File: config.mk
export PLATFORM = sky130hd
export DESIGN_NAME = dual_shift_queue_shared_store_unit_flat
export DESIGN_NICKNAME = d
export VERILOG_FILES = /design/src/hw/rtl/dsq_pkg.sv /design/src/hw/rtl/dsq_req_if.sv /design/src/hw/rtl/dsq_res_if.sv /design/src/hw/rtl/dsq_cell.sv /design/src/hw/rtl/dsq_ctrl.sv /design/src/hw/rtl/dual_shift_queue_shared_store_unit.sv /design/src/flat_wrapper.sv
export VERILOG_INCLUDE_DIRS = /design/src /design/src/hw/rtl
export SDC_FILE = /design/constraint.sdc
export NUM_CORES = 1
export LEC_CHECK = 0
export BUFFER_PORTS_ARGS = -buffer_cell sky130_fd_sc_hd__buf_2
export CORE_ASPECT_RATIO = 0.9
export CORE_MARGIN = 2
export CORE_UTILIZATION = 40
export CTS_BUF_LIST = sky130_fd_sc_hd__clkbuf_4
export DETAILED_ROUTE_END_ITERATION = 8
export PLACE_DENSITY = 0.52
export SKIP_CTS_REPAIR_TIMING = 1
export SLEW_MARGIN = 25
export SYNTH_ARGS = -nofsm -noshare
export SYNTH_HDL_FRONTEND = slang
export SYNTH_HIERARCHICAL = 1
export SYNTH_SLANG_ARGS = --single-unit
File: constraint.sdc
create_clock -name i_clk -period 20.2 [get_ports i_clk]
set_input_delay 2.02 -clock i_clk [delete_from_list [all_inputs] [get_ports i_clk]]
set_output_delay 2.02 -clock i_clk [all_outputs]
set_load 0.01 [all_outputs]
File: src/hw/rtl/assert_macros.svh
// Assertion macros used by the queue store control RTL
`ifndef ASSERT_MACROS_SVH
`define ASSERT_MACROS_SVH

// Check a property on every clock edge outside reset
`define DSQ_ASSERT(lbl, clk, rst_n, prop, msg) \
    lbl: assert property (@(posedge clk) disable iff (!rst_n) prop) else $error(msg);

// Check a property on every clock edge, reset included
`define DSQ_ASSERT_ALWAYS(lbl, clk, prop, msg) \
    lbl: assert property (@(posedge clk) prop) else $error(msg);

`endif

File: src/hw/rtl/dsq_pkg.sv
// Types and constants of the two-queue shared store
`default_nettype none

package dsq_pkg;

    localparam int DEPTH  = 16;
    localparam int CNT_W  = $clog2(DEPTH + 1);
    localparam int IDX_W  = $clog2(DEPTH);
    localparam int SUM_W  = CNT_W + 1;
    localparam int WORD_W = 32;
    localparam int OCC_W  = 5;

    typedef enum logic [1:0] {
        REQ_ENQ_ONE = 2'd0,
        REQ_DEQ_ONE = 2'd1,
        REQ_ENQ_TWO = 2'd2,
        REQ_DEQ_TWO = 2'd3
    } t_req_type;

    typedef enum logic [1:0] {
        ST_OK        = 2'd0,
        ST_OVERFLOW  = 2'd1,
        ST_UNDERFLOW = 2'd2
    } t_status;

    typedef enum logic [1:0] {
        CELL_HOLD,
        CELL_LOAD,
        CELL_TAKE_UPPER,
        CELL_TAKE_LOWER
    } t_cell_op;

    // Command broadcast to every cell of the chain
    typedef struct packed {
        logic                     fire;
        t_req_type                req;
        logic [CNT_W-1:0]         count_one;
        logic [CNT_W-1:0]         count_two;
        logic signed [WORD_W-1:0] push_value;
    } t_cell_cmd;

endpackage

`default_nettype wire

File: src/hw/rtl/dsq_req_if.sv
// Request channel: valid/ready handshake with request payload
`default_nettype none

interface dsq_req_if;
    import dsq_pkg::*;

    logic                     valid;
    logic                     ready;
    logic [1:0]               req_type;
    logic signed [WORD_W-1:0] push_value;

    modport source (output valid, output req_type, output push_value, input ready);
    modport sink   (input valid, input req_type, input push_value, output ready);
endinterface

`default_nettype wire

File: src/hw/rtl/dsq_res_if.sv
// Result channel: valid/ready handshake with result payload
`default_nettype none

interface dsq_res_if;
    import dsq_pkg::*;

    logic                     valid;
    logic                     ready;
    logic signed [WORD_W-1:0] pop_value;
    logic [1:0]               status;
    logic [OCC_W-1:0]         occupancy_one;
    logic [OCC_W-1:0]         occupancy_two;

    modport source (output valid, output pop_value, output status,
                    output occupancy_one, output occupancy_two, input ready);
    modport sink   (input valid, input pop_value, input status,
                    input occupancy_one, input occupancy_two, output ready);
endinterface

`default_nettype wire

File: src/hw/rtl/dsq_cell.sv
// One storage cell of the shared chain: hold, load or take a neighbour's word
`default_nettype none

module dsq_cell
    import dsq_pkg::*;
(
    input  wire logic                     i_clk,
    input  wire logic [IDX_W-1:0]         i_index,
    input  wire t_cell_cmd                i_cmd,
    input  wire logic signed [WORD_W-1:0] i_upper,
    input  wire logic signed [WORD_W-1:0] i_lower,
    output      logic signed [WORD_W-1:0] o_word
);

    logic signed [WORD_W-1:0] r_word;
    logic signed [WORD_W-1:0] n_word;
    logic [SUM_W-1:0]         w_idx;
    logic [SUM_W-1:0]         w_c1;
    logic [SUM_W-1:0]         w_c2;
    t_cell_op                 w_op;

    assign w_idx = SUM_W'(i_index);
    assign w_c1  = SUM_W'(i_cmd.count_one);
    assign w_c2  = SUM_W'(i_cmd.count_two);

    // Decide this cell's move from its place relative to both queues
    always_comb begin
        w_op = CELL_HOLD;
        if (i_cmd.fire) begin
            case (i_cmd.req)
                REQ_ENQ_ONE: begin
                    if (w_idx == w_c1) w_op = CELL_LOAD;
                end
                REQ_DEQ_ONE: begin
                    if ((w_idx + SUM_W'(1)) < w_c1) w_op = CELL_TAKE_UPPER;
                end
                REQ_ENQ_TWO: begin
                    if ((w_idx + w_c2) == SUM_W'(DEPTH - 1)) w_op = CELL_LOAD;
                end
                REQ_DEQ_TWO: begin
                    if ((w_idx + w_c2) > SUM_W'(DEPTH)) w_op = CELL_TAKE_LOWER;
                end
                default: w_op = CELL_HOLD;
            endcase
        end
    end

    always_comb begin
        case (w_op)
            CELL_LOAD:       n_word = i_cmd.push_value;
            CELL_TAKE_UPPER: n_word = i_upper;
            CELL_TAKE_LOWER: n_word = i_lower;
            default:         n_word = r_word;
        endcase
    end

    // Hold the word; no reset, entries are undefined until written
    always_ff @(posedge i_clk) begin
        r_word <= n_word;
    end

    assign o_word = r_word;

endmodule

`default_nettype wire

File: src/hw/rtl/dsq_ctrl.sv
// Queue counts, request decode and registered result stage
`default_nettype none

module dsq_ctrl
    import dsq_pkg::*;
(
    input  wire logic                     i_clk,
    input  wire logic                     i_rst_n,
    dsq_req_if.sink                       i_req,
    dsq_res_if.source                     o_res,
    input  wire logic signed [WORD_W-1:0] i_front_one,
    input  wire logic signed [WORD_W-1:0] i_front_two,
    output      t_cell_cmd                o_cmd
);

    logic [CNT_W-1:0]         r_count_one;
    logic [CNT_W-1:0]         r_count_two;
    logic [CNT_W-1:0]         n_count_one;
    logic [CNT_W-1:0]         n_count_two;
    logic                     r_out_valid;
    logic signed [WORD_W-1:0] r_pop_value;
    logic signed [WORD_W-1:0] n_pop_value;
    t_status                  r_status;
    t_status                  n_status;
    logic [OCC_W-1:0]         r_occ_one;
    logic [OCC_W-1:0]         r_occ_two;
    logic                     w_accept;
    logic                     w_full;
    t_req_type                w_req;

    assign w_req    = t_req_type'(i_req.req_type);
    assign i_req.ready = !r_out_valid || o_res.ready;
    assign w_accept = i_req.valid && i_req.ready;
    assign w_full   = (SUM_W'(r_count_one) + SUM_W'(r_count_two)) >= SUM_W'(DEPTH);

    // Decode the request against the current counts
    always_comb begin
        n_count_one = r_count_one;
        n_count_two = r_count_two;
        n_pop_value = '0;
        n_status    = ST_OK;
        case (w_req)
            REQ_ENQ_ONE: begin
                if (w_full) n_status = ST_OVERFLOW;
                else        n_count_one = r_count_one + CNT_W'(1);
            end
            REQ_DEQ_ONE: begin
                if (r_count_one == '0) begin
                    n_status = ST_UNDERFLOW;
                end else begin
                    n_count_one = r_count_one - CNT_W'(1);
                    n_pop_value = i_front_one;
                end
            end
            REQ_ENQ_TWO: begin
                if (w_full) n_status = ST_OVERFLOW;
                else        n_count_two = r_count_two + CNT_W'(1);
            end
            REQ_DEQ_TWO: begin
                if (r_count_two == '0) begin
                    n_status = ST_UNDERFLOW;
                end else begin
                    n_count_two = r_count_two - CNT_W'(1);
                    n_pop_value = i_front_two;
                end
            end
            default: n_status = ST_OK;
        endcase
    end

    // Broadcast the move to the cells; only successful requests touch the store
    always_comb begin
        o_cmd.fire       = w_accept && (n_status == ST_OK);
        o_cmd.req        = w_req;
        o_cmd.count_one  = r_count_one;
        o_cmd.count_two  = r_count_two;
        o_cmd.push_value = i_req.push_value;
    end

    // Advance the counts on each accepted item
    always_ff @(posedge i_clk) begin
        if (!i_rst_n) begin
            r_count_one <= '0;
            r_count_two <= '0;
        end else if (w_accept) begin
            r_count_one <= n_count_one;
            r_count_two <= n_count_two;
        end
    end

    // Result register: load on accept, drop once taken
    always_ff @(posedge i_clk) begin
        if (!i_rst_n) begin
            r_out_valid <= 1'b0;
        end else if (w_accept) begin
            r_out_valid <= 1'b1;
        end else if (o_res.ready) begin
            r_out_valid <= 1'b0;
        end
    end

    always_ff @(posedge i_clk) begin
        if (w_accept) begin
            r_pop_value <= n_pop_value;
            r_status    <= n_status;
            r_occ_one   <= OCC_W'(n_count_one);
            r_occ_two   <= OCC_W'(n_count_two);
        end
    end

    assign o_res.valid         = r_out_valid;
    assign o_res.pop_value     = r_pop_value;
    assign o_res.status        = r_status;
    assign o_res.occupancy_one = r_occ_one;
    assign o_res.occupancy_two = r_occ_two;

`include "assert_macros.svh"

    `DSQ_ASSERT(a_store_bound, i_clk, i_rst_n, (SUM_W'(r_count_one) + SUM_W'(r_count_two)) <= SUM_W'(DEPTH), "queues exceed the store")
    `DSQ_ASSERT(a_enq_one_grows, i_clk, i_rst_n, (w_accept && (w_req == REQ_ENQ_ONE) && !w_full) |=> (r_count_one == $past(r_count_one) + CNT_W'(1)), "queue one did not grow on enqueue")
    `DSQ_ASSERT(a_fail_no_word, i_clk, i_rst_n, (r_out_valid && (r_status != ST_OK)) |-> (r_pop_value == '0), "failed request carries a word")
    `DSQ_ASSERT_ALWAYS(a_reset_empty, i_clk, !i_rst_n |=> ((r_count_one == '0) && (r_count_two == '0) && !r_out_valid), "reset left queue state")

endmodule

`default_nettype wire

File: src/hw/rtl/dual_shift_queue_shared_store_unit.sv
// Top level: chain of storage cells shared by two queues, plus control
`default_nettype none

// Two FIFO queues share one row of DEPTH 32-bit cells and grow toward each
// other: queue one from cell 0 upward, queue two from the top cell downward.
// Every request (enqueue or dequeue on either queue) gives exactly one
// result with the popped word, a status (ok, overflow, underflow) and both
// occupancy counts after the request. A dequeue shifts the remaining words of
// that queue one cell toward its base, all cells moving in the same edge, so
// one item is accepted per cycle while the output register is empty or being
// read out; the result appears in the output register in the cycle after
// acceptance. Stored words are not cleared by reset; only queued words are
// ever returned.
module dual_shift_queue_shared_store_unit
    import dsq_pkg::*;
(
    input  wire logic i_clk,
    input  wire logic i_rst_n,
    dsq_req_if.sink   i_req,
    dsq_res_if.source o_res
);

    t_cell_cmd                w_cmd;
    logic signed [WORD_W-1:0] w_word  [DEPTH];
    logic signed [WORD_W-1:0] w_upper [DEPTH];
    logic signed [WORD_W-1:0] w_lower [DEPTH];

    dsq_ctrl u_ctrl (
        .i_clk       (i_clk),
        .i_rst_n     (i_rst_n),
        .i_req       (i_req),
        .o_res       (o_res),
        .i_front_one (w_word[0]),
        .i_front_two (w_word[DEPTH-1]),
        .o_cmd       (w_cmd)
    );

    // Wire each cell to its neighbours; end cells see their own word
    for (genvar g = 0; g < DEPTH; g++) begin : g_cell
        if (g < DEPTH - 1) begin : g_up
            assign w_upper[g] = w_word[g+1];
        end else begin : g_up_end
            assign w_upper[g] = w_word[g];
        end
        if (g > 0) begin : g_lo
            assign w_lower[g] = w_word[g-1];
        end else begin : g_lo_end
            assign w_lower[g] = w_word[g];
        end

        dsq_cell u_cell (
            .i_clk   (i_clk),
            .i_index (IDX_W'(g)),
            .i_cmd   (w_cmd),
            .i_upper (w_upper[g]),
            .i_lower (w_lower[g]),
            .o_word  (w_word[g])
        );
    end

endmodule

`default_nettype wire

File: src/flat_wrapper.sv
// flat-port wrapper written by rule: the top's interface ports become plain ports
module dual_shift_queue_shared_store_unit_flat import dsq_pkg::*;
  (i_clk, i_rst_n, i_req_valid, i_req_req_type, i_req_push_value, i_req_ready, o_res_valid, o_res_pop_value, o_res_status, o_res_occupancy_one, o_res_occupancy_two, o_res_ready);
  dsq_req_if i_req_i ();
  dsq_res_if o_res_i ();
  input  wire logic i_clk;
  input  wire logic i_rst_n;
  input wire logic [$bits(i_req_i.valid)-1:0] i_req_valid;
  input wire logic [$bits(i_req_i.req_type)-1:0] i_req_req_type;
  input wire logic [$bits(i_req_i.push_value)-1:0] i_req_push_value;
  output wire logic [$bits(i_req_i.ready)-1:0] i_req_ready;
  output wire logic [$bits(o_res_i.valid)-1:0] o_res_valid;
  output wire logic [$bits(o_res_i.pop_value)-1:0] o_res_pop_value;
  output wire logic [$bits(o_res_i.status)-1:0] o_res_status;
  output wire logic [$bits(o_res_i.occupancy_one)-1:0] o_res_occupancy_one;
  output wire logic [$bits(o_res_i.occupancy_two)-1:0] o_res_occupancy_two;
  input wire logic [$bits(o_res_i.ready)-1:0] o_res_ready;
  assign i_req_i.valid = i_req_valid;
  assign i_req_i.req_type = i_req_req_type;
  assign i_req_i.push_value = i_req_push_value;
  assign i_req_ready = i_req_i.ready;
  assign o_res_valid = o_res_i.valid;
  assign o_res_pop_value = o_res_i.pop_value;
  assign o_res_status = o_res_i.status;
  assign o_res_occupancy_one = o_res_i.occupancy_one;
  assign o_res_occupancy_two = o_res_i.occupancy_two;
  assign o_res_i.ready = o_res_ready;
  dual_shift_queue_shared_store_unit u_core (.i_clk(i_clk), .i_rst_n(i_rst_n), .i_req(i_req_i), .o_res(o_res_i));
endmodule
==> flow_summary.toml <==
[sta]
slew_violations = 0
worst_slew_pin_slew_ns = 1.064
worst_slack_ns = 14.62
maxSlewHeadroom_pct = 29.09
layout_min_cycle_time_ns = 5.579
hold_violations = 0
setup_tns_ns = 0
setup_viol = 0
rsz0062_at_grt = "false"
skew_ns = 0.06022
max_freq_mhz = 179.2
hold_slack_ns = 0.5398
finalCritPeriodShare_pct = 27.62

[floorplanning]
core_area_mm2 = 0.09271
die_h_um = 293.8
die_area_mm2 = 0.09578
row_count = 106
ioPinCount = 84
die_x_um = 326.0
start_util_pct = 40.27

[synthesis]
syn_area_per_cell_um2 = 11.49
synth_top_family_by_area = "compound AO/OA/AOI/OAI gates"
ys_seq_elements = 567
muxShareOfSynthArea_pct = 0.05363
yosys_warnings = 6
yosys-top-cells-area = "edfxtp_1 45%, a22o_1 9.8%, a21o_1 8.0%, ha_1 5.6%, o311ai_2 4.8%"
netlist.area_leader.share_pct = 44.73
synth_compound_area_share_pct = 27.99
synthDistinctLibCells = 77
synth_fa_ha_area_share_pct = 6.489
synthSimpleGateAreaFrac_pct = 10.86
syn_area_mm2 = 0.03733
ys.flop_type = "edfxtp_1"
synth_async_sr_flop_share_pct = 0
seq_area_frac_synth_pct = 45.32
synth_xor_area_share_pct = 2.464
syn_inst = 3249
synth_area_leader_cell = "edfxtp_1"
synth_enable_flop_cells = 556

[setup_path]
cp.required_ns = 20.79
crit_type = "reg2reg"
crit-reg2reg-launch = "u_core/u_ctrl/r_count_two[1]"
crit_path_end = "u_core/g_cell[8].u_cell/o_word[11]"
crit_start = "u_core/u_ctrl/r_count_two[1]"
reg2reg_to = "u_core/g_cell[8].u_cell/o_word[11]"
critPathArrivalTime_ns = 6.16
crit_fanout = 33
end_kind = "register"
startpoint_type = "register"
r2r_slack_ns = 14.62
ff2ff_path_depth = 12

[power_and_ir_drop]
p_leak_nw = 17.62
p_total_mw = 3.064
ir_worst_vdd_uv = 33.85
p_per_area_mw_per_mm2 = 73.00

[run]
max_cap_viol_count = 0

[clock_network]
clk_path_buf_depth = 3
cts-htree-levels = 4
cts_tree = "yes"
clock-root-buffer = "clkbuf_4"
clk_pin_slew_ns = 0.06
cts-buffers-inserted = 159
clock_sinks = 567
worstSkewPairLatency_ns = 1.01

[global_routing]
grt_pass1_wl_um = 186400
overflow = 0
antenna_found_initial = 8
grt_usage_pct = 25.87
grt_pass1_vias = 28760
grt_max_degree = 62

[cells_and_area]
fin_util_pct = 45.28
final_nets = 3841
final_cell_mix = "556 x edfxtp_1, 416 x a22o_1, 400 x a21o_1, 288 x conb_1, 275 x inv_1"
area_delta_synth_final_pct = 12.46
regArea_mm2 = 0.01692
nFillCells = 8586
drive_above_1_share_pct = 17.86
multi_input_area_mm2 = 0.01936
mostFrequentLayoutCell = "edfxtp_1"

[drt]
ant_nets = 0
drt-total-wl_um = 126000
drc = 0
first_pass_iters = 6
vias = 29430
wl_per_cell_um = 25.33
vias_per_cell = 5.916
drtIter0Drc = 2992

[placed_design]
post-place-ws_ns = 13.57
io_buffers = 83
hpwl_um = 82980
place.gp.congestion = 0.8510

[min_path]
hp-class = "reg2reg"

[outcome]
status = "finished clean"
==> per-layer routing <==
metal / global-route usage [%] / vias up / routed length [µm]
met4: 7.272 / 2 / 2505
li1: - / 13070 / -
met3: 6.626 / 179 / 12230
met1: 37.45 / 14780 / 57320
met2: 38.01 / 1405 / 53940
met5: 0 / - / 13
==> report_power, final <==
part / leakage (nW) / internal (mW) / total [mW] / switching [mW]
Clock: 1.22 / 0.597 / 1.12 / 0.520
Combinational: 11.2 / 0.196 / 0.512 / 0.316
Sequential: 5.20 / 1.38 / 1.44 / 0.0544
Total: 17.6 / 2.17 / 3.06 / 0.890
==> synth_stat cells (5+ instances only) <==
cell,count
o21ai_1,18
buf_4,73
a31oi_2,5
or4b_4,12
nand4bb_1,5
o21a_1,24
nor2b_1,34
o21ai_0,33
o21ai_2,12
o21bai_1,12
clkbuf_1,76
ha_1,168
nand3_1,190
and3_1,32
a21o_1,400
fa_1,16
buf_6,49
nor3_1,23
nor2_1,55
nor2_4,12
a21oi_1,38
xor2_1,31
nor3b_1,12
nand4_1,28
nor3_4,14
o311ai_4,6
a21oi_4,12
o22ai_1,12
a31oi_1,22
o311ai_2,110
nand2b_1,22
nor4bb_1,12
nand2_1,195
o41ai_1,5
xnor2_1,74
or2_2,16
inv_1,275
edfxtp_1,556
buf_2,22
a22o_1,416
or3_1,23
o2111ai_1,8
dfxtp_1,11
o311ai_1,10
==> how the worst min path moves through the flow <==
| stage | cells past startpoint | end | from |
|---|---|---|---|
| global route | 2 | u_core/u_ctrl/o_res.valid | u_core/u_ctrl/o_res.valid |
| floorplan | 2 | u_core/g_cell[3].u_cell/o_word[12] | u_core/g_cell[2].u_cell/o_word[12] |
| global placement | 2 | u_core/u_ctrl/o_res.valid | u_core/u_ctrl/o_res.valid |
| CTS | 2 | u_core/u_ctrl/o_res.valid | u_core/u_ctrl/o_res.valid |
| finish | 2 | u_core/u_ctrl/o_res.valid | u_core/u_ctrl/o_res.valid |
| detailed placement | 2 | u_core/u_ctrl/o_res.valid | u_core/u_ctrl/o_res.valid |
==> kinds of logic after synthesis <==
kind of cell | count (synthesis)
AO/OA/AOI/OAI | 1177
XOR/XNOR | 105
adder cells (fa/ha/maj) | 184
buffers and inverters | 498
flip-flops | 567
multiplexers | 2
other | 2
AND/OR/NAND/NOR | 714
==> critical path: stages, from the launching register on <==
cell,delay [ns]
dfxtp_1,0.52
buf_4,0.50
ha_1,0.33
nand4_2,0.14
a21bo_4,0.20
a21oi_2,0.12
nor3_2,0.22
buf_4,0.37
nand2_1,0.10
a2111oi_0,0.76
o21ai_4,0.43
and2_2,0.65
nand2b_2,0.76
==> through the flow <==
step / cells / area (µm²)
final: 4975 / 41980
after global routing: 4975 / 41980
after CTS: 4969 / 41890
after detailed placement: 4697 / 39810
after global placement: 4692 / 39680
after floorplan: 3535 / 38400
==> registers in the layout (all words and copies together) (netlist names) <==
name / cells
u_core/u_ctrl/r_count_one: 5
u_core/u_ctrl/r_count_two: 5
u_core/u_ctrl/o_res.status: 2
u_core/u_ctrl/o_res.occupancy_one: 5
u_core/u_ctrl/o_res.occupancy_two: 5
u_core/u_ctrl/o_res.valid: 1
u_core/u_ctrl/o_res.pop_value: 32
u_core/g_cell.u_cell/o_word: 512
==> cell type report <==
| class | instances | area share [%] |
|---|---|---|
| clock buffers | 230 | 4.113 |
| clock inverters | 42 | 0.8286 |
| well taps | 1242 | 3.702 |
| multi-input cells | 2470 | 46.11 |
| flip-flops and latches | 567 | 40.31 |
| repair buffers | 143 | 2.432 |
| inverters | 278 | 2.486 |
| diodes | 3 | 0.01788 |
Note: power is estimated with default switching activity, not from simulation.
